[config.mk]
export PLATFORM = sky130hd
export DESIGN_NAME = duplicate_value_counter_unit
export DESIGN_NICKNAME = d
export VERILOG_FILES = /design/src/hdl/dvc_pkg.sv /design/src/hdl/dvc_ram.sv /design/src/hdl/dvc_ctrl.sv /design/src/hdl/dvc_datapath.sv /design/src/hdl/duplicate_value_counter_unit.sv
export SDC_FILE = /design/constraint.sdc
export NUM_CORES = 2
export LEC_CHECK = 0
export ABC_AREA = 0
export BUFFER_PORTS_ARGS = -buffer_cell sky130_fd_sc_hd__buf_2
export CORE_AREA = 2 2 324 326
export DETAILED_ROUTE_END_ITERATION = 6
export DIE_AREA = 0 0 326 328
export HOLD_SLACK_MARGIN = 0.1
export PLACE_DENSITY = 0.7
export SYNTH_ARGS = -nofsm -noshare
export SYNTH_HDL_FRONTEND = slang
export SYNTH_SLANG_ARGS = --single-unit
export TNS_END_PERCENT = 20
[constraint.sdc]
create_clock -name clk -period 22.7 [get_ports clk]
set_input_delay 4.54 -clock clk [delete_from_list [all_inputs] [get_ports clk]]
set_output_delay 4.54 -clock clk [all_outputs]
set_load 0.005 [all_outputs]
[src/hdl/dvc_pkg.sv]
// Shared constants and controller/datapath interface types for the duplicate value counter.
`default_nettype none
package dvc_pkg;

	localparam int MAX_ITEMS_DEF   = 64;
	localparam int VALUE_RANGE_DEF = 128;
	localparam int VALUE_W         = 7;
	localparam int OCC_W           = 7;

	typedef struct packed {
		logic load_en;
		logic scan_issue;
		logic clr_step;
		logic finish;
	} dvc_cmd_t;

	typedef struct packed {
		logic clr_last;
		logic scan_end;
		logic pipe_busy;
	} dvc_sts_t;

endpackage
`default_nettype wire

[src/hdl/dvc_ram.sv]
// Generic single-write, single-read RAM with registered read data.
`default_nettype none
module dvc_ram #(
	parameter int WIDTH = 8,
	parameter int DEPTH = 64
) (
	input  wire logic                     clk,
	input  wire logic                     we,
	input  wire logic [$clog2(DEPTH)-1:0] waddr,
	input  wire logic [WIDTH-1:0]         wdata,
	input  wire logic [$clog2(DEPTH)-1:0] raddr,
	output logic      [WIDTH-1:0]         rdata
);

	logic [WIDTH-1:0] mem [DEPTH];

	always_ff @(posedge clk) begin
		if (we) begin
			mem[waddr] <= wdata;
		end
		rdata <= mem[raddr];
	end

endmodule
`default_nettype wire

[src/hdl/dvc_ctrl.sv]
// Controller state machine: histogram clear, load, scan, drain and final report.
`default_nettype none
module dvc_ctrl
	import dvc_pkg::*;
(
	input  wire logic     clk,
	input  wire logic     arst_n,
	input  wire logic     start,
	input  wire logic     final_item,
	output logic          busy,
	output dvc_cmd_t      cmd,
	input  wire dvc_sts_t sts
);

	typedef enum logic [2:0] {
		ST_CLEAR,
		ST_IDLE,
		ST_SCAN,
		ST_DRAIN,
		ST_DONE
	} state_t;

	state_t state_q;
	logic   busy_q;

	always_ff @(posedge clk or negedge arst_n) begin
		if (!arst_n) begin
			state_q <= ST_CLEAR;
			busy_q  <= 1'b1;
		end else begin
			case (state_q)
				ST_CLEAR: begin
					if (sts.clr_last) begin
						state_q <= ST_IDLE;
						busy_q  <= 1'b0;
					end
				end
				ST_IDLE: begin
					if (start && final_item) begin
						state_q <= ST_SCAN;
						busy_q  <= 1'b1;
					end
				end
				ST_SCAN: begin
					if (sts.scan_end) begin
						state_q <= ST_DRAIN;
					end
				end
				ST_DRAIN: begin
					if (!sts.pipe_busy) begin
						state_q <= ST_DONE;
					end
				end
				ST_DONE: begin
					state_q <= ST_IDLE;
					busy_q  <= 1'b0;
				end
				default: begin
					state_q <= ST_CLEAR;
					busy_q  <= 1'b1;
				end
			endcase
		end
	end

	assign busy           = busy_q;
	assign cmd.load_en    = start && !busy_q;
	assign cmd.scan_issue = (state_q == ST_SCAN) && !sts.scan_end;
	assign cmd.clr_step   = (state_q == ST_CLEAR);
	assign cmd.finish     = (state_q == ST_DONE);

endmodule
`default_nettype wire

[src/hdl/dvc_datapath.sv]
// Datapath: sequence store, occurrence histogram with read-modify-write, and report registers.
`default_nettype none
module dvc_datapath
	import dvc_pkg::*;
#(
	parameter int MAX_ITEMS   = MAX_ITEMS_DEF,
	parameter int VALUE_RANGE = VALUE_RANGE_DEF
) (
	input  wire logic               clk,
	input  wire logic               arst_n,
	input  wire dvc_cmd_t           cmd,
	output dvc_sts_t                sts,
	input  wire logic [VALUE_W-1:0] value,
	output logic                    result_valid,
	output logic      [VALUE_W-1:0] dup_value,
	output logic      [OCC_W-1:0]   occurrences,
	output logic                    found,
	output logic                    last_report
);

	localparam int SAW = $clog2(MAX_ITEMS);
	localparam int HAW = $clog2(VALUE_RANGE);
	localparam int CW  = $clog2(MAX_ITEMS + 1);

	logic [CW-1:0]          items_q;
	logic [CW-1:0]          k_q;
	logic [HAW-1:0]         clr_q;
	logic                   seq_v_s1;
	logic                   hist_v_s1;
	logic                   hist_clr_s1;
	logic [HAW-1:0]         hist_addr_s1;
	logic [VALUE_W-1:0]     hist_val_s1;
	logic                   fwd_v_q;
	logic [HAW-1:0]         fwd_addr_q;
	logic [CW-1:0]          fwd_data_q;
	logic                   pend_v_q;
	logic [VALUE_W-1:0]     pend_val_q;
	logic [CW-1:0]          pend_cnt_q;
	logic                   strobe_q;
	logic [VALUE_W-1:0]     res_val_q;
	logic [CW-1:0]          res_cnt_q;
	logic                   res_found_q;
	logic                   res_last_q;

	logic                   in_range;
	logic                   not_full;
	logic                   store;
	logic [VALUE_W-1:0]     seq_rdata;
	logic [VALUE_W-1:0]     sel_val;
	logic [VALUE_W+HAW-1:0] sel_ext;
	logic [HAW-1:0]         hist_raddr;
	logic [CW-1:0]          hist_rdata;
	logic [CW-1:0]          cnt;
	logic [CW-1:0]          hist_upd;
	logic                   hist_we;
	logic [HAW-1:0]         hist_waddr;
	logic [CW-1:0]          hist_wdata;
	logic                   rep_ev;
	logic [OCC_W+CW-1:0]    occ_ext;

	assign in_range = 32'(value) < VALUE_RANGE;
	assign not_full = items_q < CW'(MAX_ITEMS);
	assign store    = cmd.load_en && in_range && not_full;

	dvc_ram #(
		.WIDTH (VALUE_W),
		.DEPTH (MAX_ITEMS)
	) u_seq_ram (
		.clk   (clk),
		.we    (store),
		.waddr (items_q[SAW-1:0]),
		.wdata (value),
		.raddr (k_q[SAW-1:0]),
		.rdata (seq_rdata)
	);

	assign sel_val    = seq_v_s1 ? seq_rdata : value;
	assign sel_ext    = {{HAW{1'b0}}, sel_val};
	assign hist_raddr = sel_ext[HAW-1:0];

	assign cnt        = (fwd_v_q && (fwd_addr_q == hist_addr_s1)) ? fwd_data_q : hist_rdata;
	assign hist_upd   = hist_clr_s1 ? '0 : cnt + CW'(1);
	assign hist_we    = cmd.clr_step || hist_v_s1;
	assign hist_waddr = cmd.clr_step ? clr_q : hist_addr_s1;
	assign hist_wdata = cmd.clr_step ? '0 : hist_upd;
	assign rep_ev     = hist_v_s1 && hist_clr_s1 && (cnt > CW'(1));

	dvc_ram #(
		.WIDTH (CW),
		.DEPTH (VALUE_RANGE)
	) u_hist_ram (
		.clk   (clk),
		.we    (hist_we),
		.waddr (hist_waddr),
		.wdata (hist_wdata),
		.raddr (hist_raddr),
		.rdata (hist_rdata)
	);

	always_ff @(posedge clk or negedge arst_n) begin
		if (!arst_n) begin
			items_q     <= '0;
			k_q         <= '0;
			clr_q       <= '0;
			seq_v_s1    <= 1'b0;
			hist_v_s1   <= 1'b0;
			hist_clr_s1 <= 1'b0;
			fwd_v_q     <= 1'b0;
			pend_v_q    <= 1'b0;
			strobe_q    <= 1'b0;
		end else begin
			seq_v_s1    <= cmd.scan_issue;
			hist_v_s1   <= store || seq_v_s1;
			hist_clr_s1 <= seq_v_s1;
			fwd_v_q     <= hist_v_s1;
			strobe_q    <= cmd.finish || (rep_ev && pend_v_q);
			if (cmd.clr_step) begin
				clr_q <= clr_q + HAW'(1);
			end
			if (store) begin
				items_q <= items_q + CW'(1);
			end
			if (cmd.scan_issue) begin
				k_q <= k_q + CW'(1);
			end
			if (cmd.finish) begin
				items_q  <= '0;
				k_q      <= '0;
				pend_v_q <= 1'b0;
			end else if (rep_ev) begin
				pend_v_q <= 1'b1;
			end
		end
	end

	always_ff @(posedge clk) begin
		hist_addr_s1 <= hist_raddr;
		hist_val_s1  <= sel_val;
		fwd_addr_q   <= hist_addr_s1;
		fwd_data_q   <= hist_upd;
		if (rep_ev) begin
			pend_val_q <= hist_val_s1;
			pend_cnt_q <= cnt;
		end
		if (cmd.finish) begin
			res_val_q   <= pend_v_q ? pend_val_q : '0;
			res_cnt_q   <= pend_v_q ? pend_cnt_q : '0;
			res_found_q <= pend_v_q;
			res_last_q  <= 1'b1;
		end else if (rep_ev && pend_v_q) begin
			res_val_q   <= pend_val_q;
			res_cnt_q   <= pend_cnt_q;
			res_found_q <= 1'b1;
			res_last_q  <= 1'b0;
		end
	end

	assign occ_ext      = {{OCC_W{1'b0}}, res_cnt_q};
	assign result_valid = strobe_q;
	assign dup_value    = res_val_q;
	assign occurrences  = occ_ext[OCC_W-1:0];
	assign found        = res_found_q;
	assign last_report  = res_last_q;

	assign sts.clr_last  = (clr_q == HAW'(VALUE_RANGE - 1));
	assign sts.scan_end  = (k_q == items_q);
	assign sts.pipe_busy = seq_v_s1 || hist_v_s1;

`ifndef ASSERT_OFF
	a_notfound_is_last: assert property (@(posedge clk) disable iff (!arst_n)
		result_valid && !found |-> last_report)
		else $error("not-found result without last_report");
	a_found_repeats: assert property (@(posedge clk) disable iff (!arst_n)
		result_valid && found |-> occurrences > OCC_W'(1))
		else $error("reported value does not repeat");
	a_items_bound: assert property (@(posedge clk) disable iff (!arst_n)
		items_q <= CW'(MAX_ITEMS))
		else $error("item count beyond store depth");
	a_scan_in_set: assert property (@(posedge clk) disable iff (!arst_n)
		cmd.scan_issue |-> k_q < items_q)
		else $error("scan read beyond loaded items");
	a_no_load_in_scan: assert property (@(posedge clk) disable iff (!arst_n)
		seq_v_s1 |-> !store)
		else $error("transaction accepted during scan");
`endif

endmodule
`default_nettype wire

[src/hdl/duplicate_value_counter_unit.sv]
// Top level of the duplicate value counter: controller and datapath.
`default_nettype none
// Values of a set are taken one per cycle (start while busy is low); the transaction with
// final_item high ends the set. Each value below VALUE_RANGE is appended to a sequence RAM
// of MAX_ITEMS entries while it has room, and its histogram entry is incremented by a
// read-modify-write with a forwarding register, so loading runs at one value per cycle.
// After the final value busy stays high while the sequence RAM is read back one entry per
// cycle; each histogram entry is reported on its first visit and cleared in the same pass.
// Each value seen more than once gives one result in arrival order; a set with no repeat
// gives one result with found low. last_report marks the final result of a set, which
// comes in the same cycle as busy falls. Every result is on the outputs for one cycle with
// result_valid high and cannot be held off. After reset busy stays high while the histogram
// RAM is cleared one entry per cycle.
module duplicate_value_counter_unit
	import dvc_pkg::*;
#(
	parameter int MAX_ITEMS   = MAX_ITEMS_DEF,
	parameter int VALUE_RANGE = VALUE_RANGE_DEF
) (
	input  wire logic               clk,
	input  wire logic               arst_n,
	input  wire logic               start,
	output logic                    busy,
	input  wire logic [VALUE_W-1:0] value,
	input  wire logic               final_item,
	output logic                    result_valid,
	output logic      [VALUE_W-1:0] dup_value,
	output logic      [OCC_W-1:0]   occurrences,
	output logic                    found,
	output logic                    last_report
);

	dvc_cmd_t cmd;
	dvc_sts_t sts;

	dvc_ctrl u_ctrl (
		.clk        (clk),
		.arst_n     (arst_n),
		.start      (start),
		.final_item (final_item),
		.busy       (busy),
		.cmd        (cmd),
		.sts        (sts)
	);

	dvc_datapath #(
		.MAX_ITEMS   (MAX_ITEMS),
		.VALUE_RANGE (VALUE_RANGE)
	) u_datapath (
		.clk          (clk),
		.arst_n       (arst_n),
		.cmd          (cmd),
		.sts          (sts),
		.value        (value),
		.result_valid (result_valid),
		.dup_value    (dup_value),
		.occurrences  (occurrences),
		.found        (found),
		.last_report  (last_report)
	);

endmodule
`default_nettype wire

Word level (Yosys, flattened, before mapping). Memory sizes are Yosys's and may differ from the RTL's. A register that Yosys moved wholly into a read port is not among the register bits. Cells that the tools add are included.

Output and inout bits: 18. Flip-flop bits (word level): 82. Input port bits: 11. Memories: 2. RAM bits: 1344. Logic and storage cells: 93.

Equal/unequal tests: 11. Reductions and logical operators: 22. Mux-type cells: 31. Add/subtract/negate cells: 4. Magnitude comparators: 2. Bitwise operators: 1.

Memories: u_datapath.u_hist_ram.mem (words 128, width 7, read ports 1, clocked after memory_dff 1, write ports 1, RTL line dvc_ram.sv:15) `logic [WIDTH-1:0] mem [DEPTH];`; u_datapath.u_seq_ram.mem (words 64, width 7, read ports 1, clocked after memory_dff 1, write ports 1, RTL line dvc_ram.sv:15).

Operator list (number): $mux 7 (15); $add 7x1->7 const B (4); $pmux 3 s5 (1); $eq 7x7->1 (2); $mux 3 (4); $mux 1 (10); $logic_and 1x1->1 (8); $reduce_bool 2->1 (4); $eq 7x7->1 const B (1); $gt 7x1->1 const B (1); $lt 7x7->1 const B (1); $eq 3x2->1 const B (2); $logic_or 1x1->1 (4); $ne 2x1->1 const B (2); $ne 2x2->1 const B (2); $pmux 1 s4 (1); $reduce_and 4->1 (1); $eq 3x1->1 const B (1); $eq 3x3->1 const B (1); $logic_not 3->1 (1); $reduce_and 3->1 (1); $logic_not 1->1 (2); $reduce_or 2->1 (1); $not 1->1 (1).

Depth between registers and ports, before layout.
Depth in word-level cells: 8. Gate-level depth with buffers: 13. Depth with buffers taken out: 10.

Cells and area by module. Synthesis repeated with hierarchy kept, for this count alone.

Cells, all modules: 2572. Area, all modules: 55954.9 sq um.

Modules (own cells, without submodules): dvc_ram (u_datapath.u_hist_ram) (sequential area each 27045.9 sq um, area each 34807.1 sq um, times used 1, cells each 1453); dvc_ram (u_datapath.u_seq_ram) (sequential area each 13593.0 sq um, area each 17635.7 sq um, times used 1, cells each 827); dvc_datapath (sequential area each 1986.9 sq um, area each 3294.4 sq um, times used 1, cells each 269); dvc_ctrl (sequential area each 101.3 sq um, area each 217.7 sq um, times used 1, cells each 23).

Least setup slack after synthesis. OpenSTA, ideal clock, no wires.

Kind: register to register. Start point: register u_datapath.hist_addr_s1[6]. End point: memory u_datapath.u_hist_ram.mem[0][4] (netlist name) (data pin). Clock period less this slack: 10.070 ns. Path buffers: 0. Setup slack: 12.630 ns. Stages on the path, launching flop included: 9. Data arrival time: 8.558 ns. Cells stage by stage: dfxtp_1 > xnor2_1 > nand4_1 > nor2_1 > a21bo_2 > ha_1 > a21boi_0 > a21oi_1 > nor4_1.

Cells in the longest elaborated chain, start to end: 6.

Ends and longest elaborated chain: from (decl) (RTL line dvc_datapath.sv:31) `logic [HAW-1:0] hist_addr_s1;`; from (signal assigned) (RTL line dvc_datapath.sv:137) `hist_addr_s1 <= hist_raddr;`; $eq 7x7->1 (RTL line dvc_datapath.sv:81) `assign cnt = (fwd_v_q && (fwd_addr_q == hist_addr_s1)) ? fwd_data_q : hist_rdata;`; $logic_and 1x1->1 (RTL line dvc_datapath.sv:81); $mux 7 (RTL line dvc_datapath.sv:81); named net u_datapath.cnt[0] (RTL line dvc_datapath.sv:53) `logic [CW-1:0] cnt;`; $add 7x1->7 (RTL line dvc_datapath.sv:82) `assign hist_upd = hist_clr_s1 ? '0 : cnt + CW'(1);`; $mux 7 (RTL line dvc_datapath.sv:82); $mux 7 (RTL line dvc_datapath.sv:85) `assign hist_wdata = cmd.clr_step ? '0 : hist_upd;`; named net u_datapath.hist_wdata[4] (RTL line dvc_datapath.sv:57) `logic [CW-1:0] hist_wdata;`; to (decl) (RTL line dvc_ram.sv:15).

The timed path passes the listed nets, and every way through them passes these cells.

Worst setup path in the final report.
Start point: input value[3]. End point: register u_datapath.u_hist_ram.rdata[5] (read register of u_datapath.u_hist_ram.mem).

Cells in the longest elaborated chain, start to end: 1.

Ends and longest elaborated chain: from (decl) (RTL line duplicate_value_counter_unit.sv:24) `input wire logic [VALUE_W-1:0] value,`; $mux 7 (RTL line dvc_datapath.sv:77) `assign sel_val = seq_v_s1 ? seq_rdata : value;`; to (decl) (RTL line dvc_ram.sv:12) `output logic [WIDTH-1:0] rdata`.

No other way between the ends. A chain may end at the register's enable or synchronous reset.

==> summary.md <==
| Metric | Value |
|---|---|
| Main synth FF type | edfxtp_1 |
| Count leader, synth | edfxtp_1 |
| WS Path Type | in -> reg |
| Final Max Slew Viols | 0 |
| Total CTS buffers | 140 |
| Synth Net Count | 3494 |
| Port Buffers | 28 |
| Post-synthesis sequential area ratio | 75.5% |
| Routed Wire Length | 139000 um |
| Clock-pin slew of the registers on the worst-case setup and hold paths | 0.06 ns |
| Synth Area per Inst | 16.3 sq um |
| Fraction of layout instances using a drive strength above 1 | 14.6% |
| Rel. slew slack | 5.06% |
| Top-Level Pins | 29 |
| Post-synth top area share | 72.8% |
| RSZ-0062 raised after global routing | false |
| Synthesized cell area | 56600 sq um |
| Worst setup margin | 14.39 ns |
| EDFF count, synth | 1373 |
| Clock root cell | clkbuf_16 |
| Die Span Y | 328 um |
| Worst IR drop on VDD | 0.0917 mV |
| Grt total ovfl | 0 |
| Mapped Cells | 3478 |
| Worst slack at placement | 13.79 ns |
| Fin. Hold Viols | 0 |
| Top cells by area, synth | edfxtp_1, mux4_2, nand2_1 |
| Iteration-0 DRC Markers | 4507 |
| Final setup TNS | 0 ns |
| Inst Count DP | 4749 |
| Synth warnings | 0 |
| Req. time, crit path | 23.31 ns |
| Nets | 3527 |
| Quantity of gates resized following cts | 0 |
| Min Tclk post-route | 8.31 ns |
| Outcome | complete, no violations |
| Post-synthesis async set-or-reset flop share | 2.15% |
| RePlAce Congestion | 0.919 |
| CTS H-tree depth | 4 |
| Area after DPL | 58300 sq um |
| Worst EP arrival | 8.92 ns |
| Final Cycle Share | 36.6% |
| CTS tree | yes |
| Hold Buf Count CTS | 0 |
| Biggest area consumer among synthesized cells | edfxtp_1 |
| Number of setup buffers added after CTS | 0 |
| Crit path capture type | register |
| Detailed Routing Iterations Pass 1 | 6 |
| Core area | 103000 sq um |
| Leak pwr | 19.3 nW |
| Worst hold margin | 0.447 ns |
| Total Routing Usage GR | 26.1% |
| Post-synth top cells | edfxtp_1, nand2_1, nor2_1 |
| CTS sink cnt | 1440 |
| Clock Latency Late Sink | 0.74 ns |
| Synth unique cells | 66 |
| Max Fclk | 120 MHz |
| Via density | 6.33 |
| Largest fanout on the critical path | 65 |
| Final setup vio count | 0 |
| Maximum root-to-sink buffer count | 3 |
| Critical path launch point type | input port |
| Hold Path Class | reg -> reg |
| Residual DRC | 0 |
| Max cap viols | 0 |
| Final instance area | 62800 sq um |
| Routed wire per std cell | 27.8 um |
| #FFs+latches synth | 1440 |
| Die width | 326 um |
| Total power | 5.49 mW |
| Initial antenna violation count | 2 |
| Number of global-route vias before repair | 30800 |
| Remaining antenna violation count | 0 |
| Global-route wire length before repair | 204000 um |
| Worst-Margin Slew | 1.41 ns |
| Initial Util | 54.8% |
| Die area | 107000 sq um |
| DP HPWL | 83900 um |
| Total number of vias | 31600 |
| Pin count of the biggest net entering global routing | 146 |
| Pwr dens | 87.5 nW/um^2 |
| Layout Skew | 0.0287 ns |
| Area growth syn-to-layout | 10.9% |
| Fin util | 60.8% |
| Num rows | 118 |
| Layout Cells excl Fill | 4999 |
[final cells by class]
| class | instances | area [sq um] |
|---|---|---|
| Antenna cell | 1 | 2.50 |
| Clock buffer | 191 | 3980 |
| Clock inverter | 58 | 533 |
| Fill cell | 7296 | 40400 |
| Inverter | 13 | 66.3 |
| Multi-Input combinational cell | 1823 | 13100 |
| Sequential cell | 1440 | 42700 |
| Tap cell | 1380 | 1730 |
| Timing Repair Buffer | 93 | 666 |
[power breakdown]
group	switching, mW	leakage [nW]	internal [mW]	total, mW
registers	0.0322	11.2	2.92	2.95
logic	0.177	5.93	0.0742	0.251
clock network	0.959	2.20	1.33	2.29
[cell usage in the layout (no fill, tap or decap), types with 13 or more instances in the layout]
cell type,count
edfxtp_1,1373
nand2_1,635
nor2_1,225
mux4_2,200
nand3_1,197
clkbuf_16,151
mux2i_1,79
a21oi_1,69
buf_4,62
a31oi_1,58
nand4_1,38
dfxtp_1,36
clkbuf_1,35
and3_1,34
buf_2,28
xnor2_1,27
dfrtp_1,27
clkinv_1,23
a32oi_1,21
o211ai_1,20
clkinv_2,19
nor2b_1,19
o21ai_0,18
a22oi_1,16
a311oi_1,14
a2111oi_0,13
[registers in the layout, indices dropped and copies added, names as in the netlist, 3 cells and up]
signal	cells
u_datapath.u_hist_ram.mem	896
u_datapath.u_seq_ram.mem	448
u_datapath.clr_q	7
u_datapath.dup_value	7
u_datapath.fwd_addr_q	7
u_datapath.fwd_data_q	7
u_datapath.hist_addr_s1	7
u_datapath.items_q	7
u_datapath.k_q	7
u_datapath.occurrences	7
u_datapath.pend_cnt_q	7
u_datapath.pend_val_q	7
u_datapath.u_hist_ram.rdata	7
u_datapath.u_seq_ram.rdata	7
u_ctrl.state_q	3
[routing by layer]
layer	track usage, %	wire length (um)
met3	5.40	15100
met4	8.36	3980
met2	39.8	64300
met5	0	0
met1	38.3	55800
[logic make-up after synthesis]
group / count (synthesis) / share of synthesized area (%)
xor gates and xnor gates: 35 / 0.542
and+or+nand+nor: 1210 / 9.15
AOI/OAI and AO/OA: 285 / 3.48
buffers and inverters: 215 / 1.66
DFF: 1440 / 75.5
adders and majority gates: 5 / 0.111
muxes: 288 / 9.57
[path summary, 6_finish.rpt]
kind / startpoint / end / slack, ns / depth (start not counted)
worst min register to register: u_datapath.hist_addr_s1[1] / u_datapath.fwd_addr_q[1] / 0.45 / 0
worst max-delay path: value[3] / u_datapath.u_hist_ram.rdata[5] / 14.39 / 12
worst max register to register: u_datapath.seq_v_s1 / u_datapath.u_hist_ram.rdata[5] / 17.31 / 10
min in group asynchronous: arst_n / u_datapath.clr_q[2] / 3.86 / 1
worst min-delay path: u_datapath.hist_addr_s1[1] / u_datapath.fwd_addr_q[1] / 0.45 / 0
max in group asynchronous: arst_n / u_datapath.k_q[1] / 18.26 / 1
[worst max-delay path: stages]
cell and delay, ns:
buf_2 0.11, buf_4 0.29, mux2i_4 0.24, buf_4 0.42, clkinv_2 0.76, buf_4 0.60
nand3_1 0.58, a21oi_1 0.11, a2111oi_0 0.48, o211ai_1 0.16, a31oi_1 0.34, a31oi_1 0.16
(Power assumes the default switching activity.)
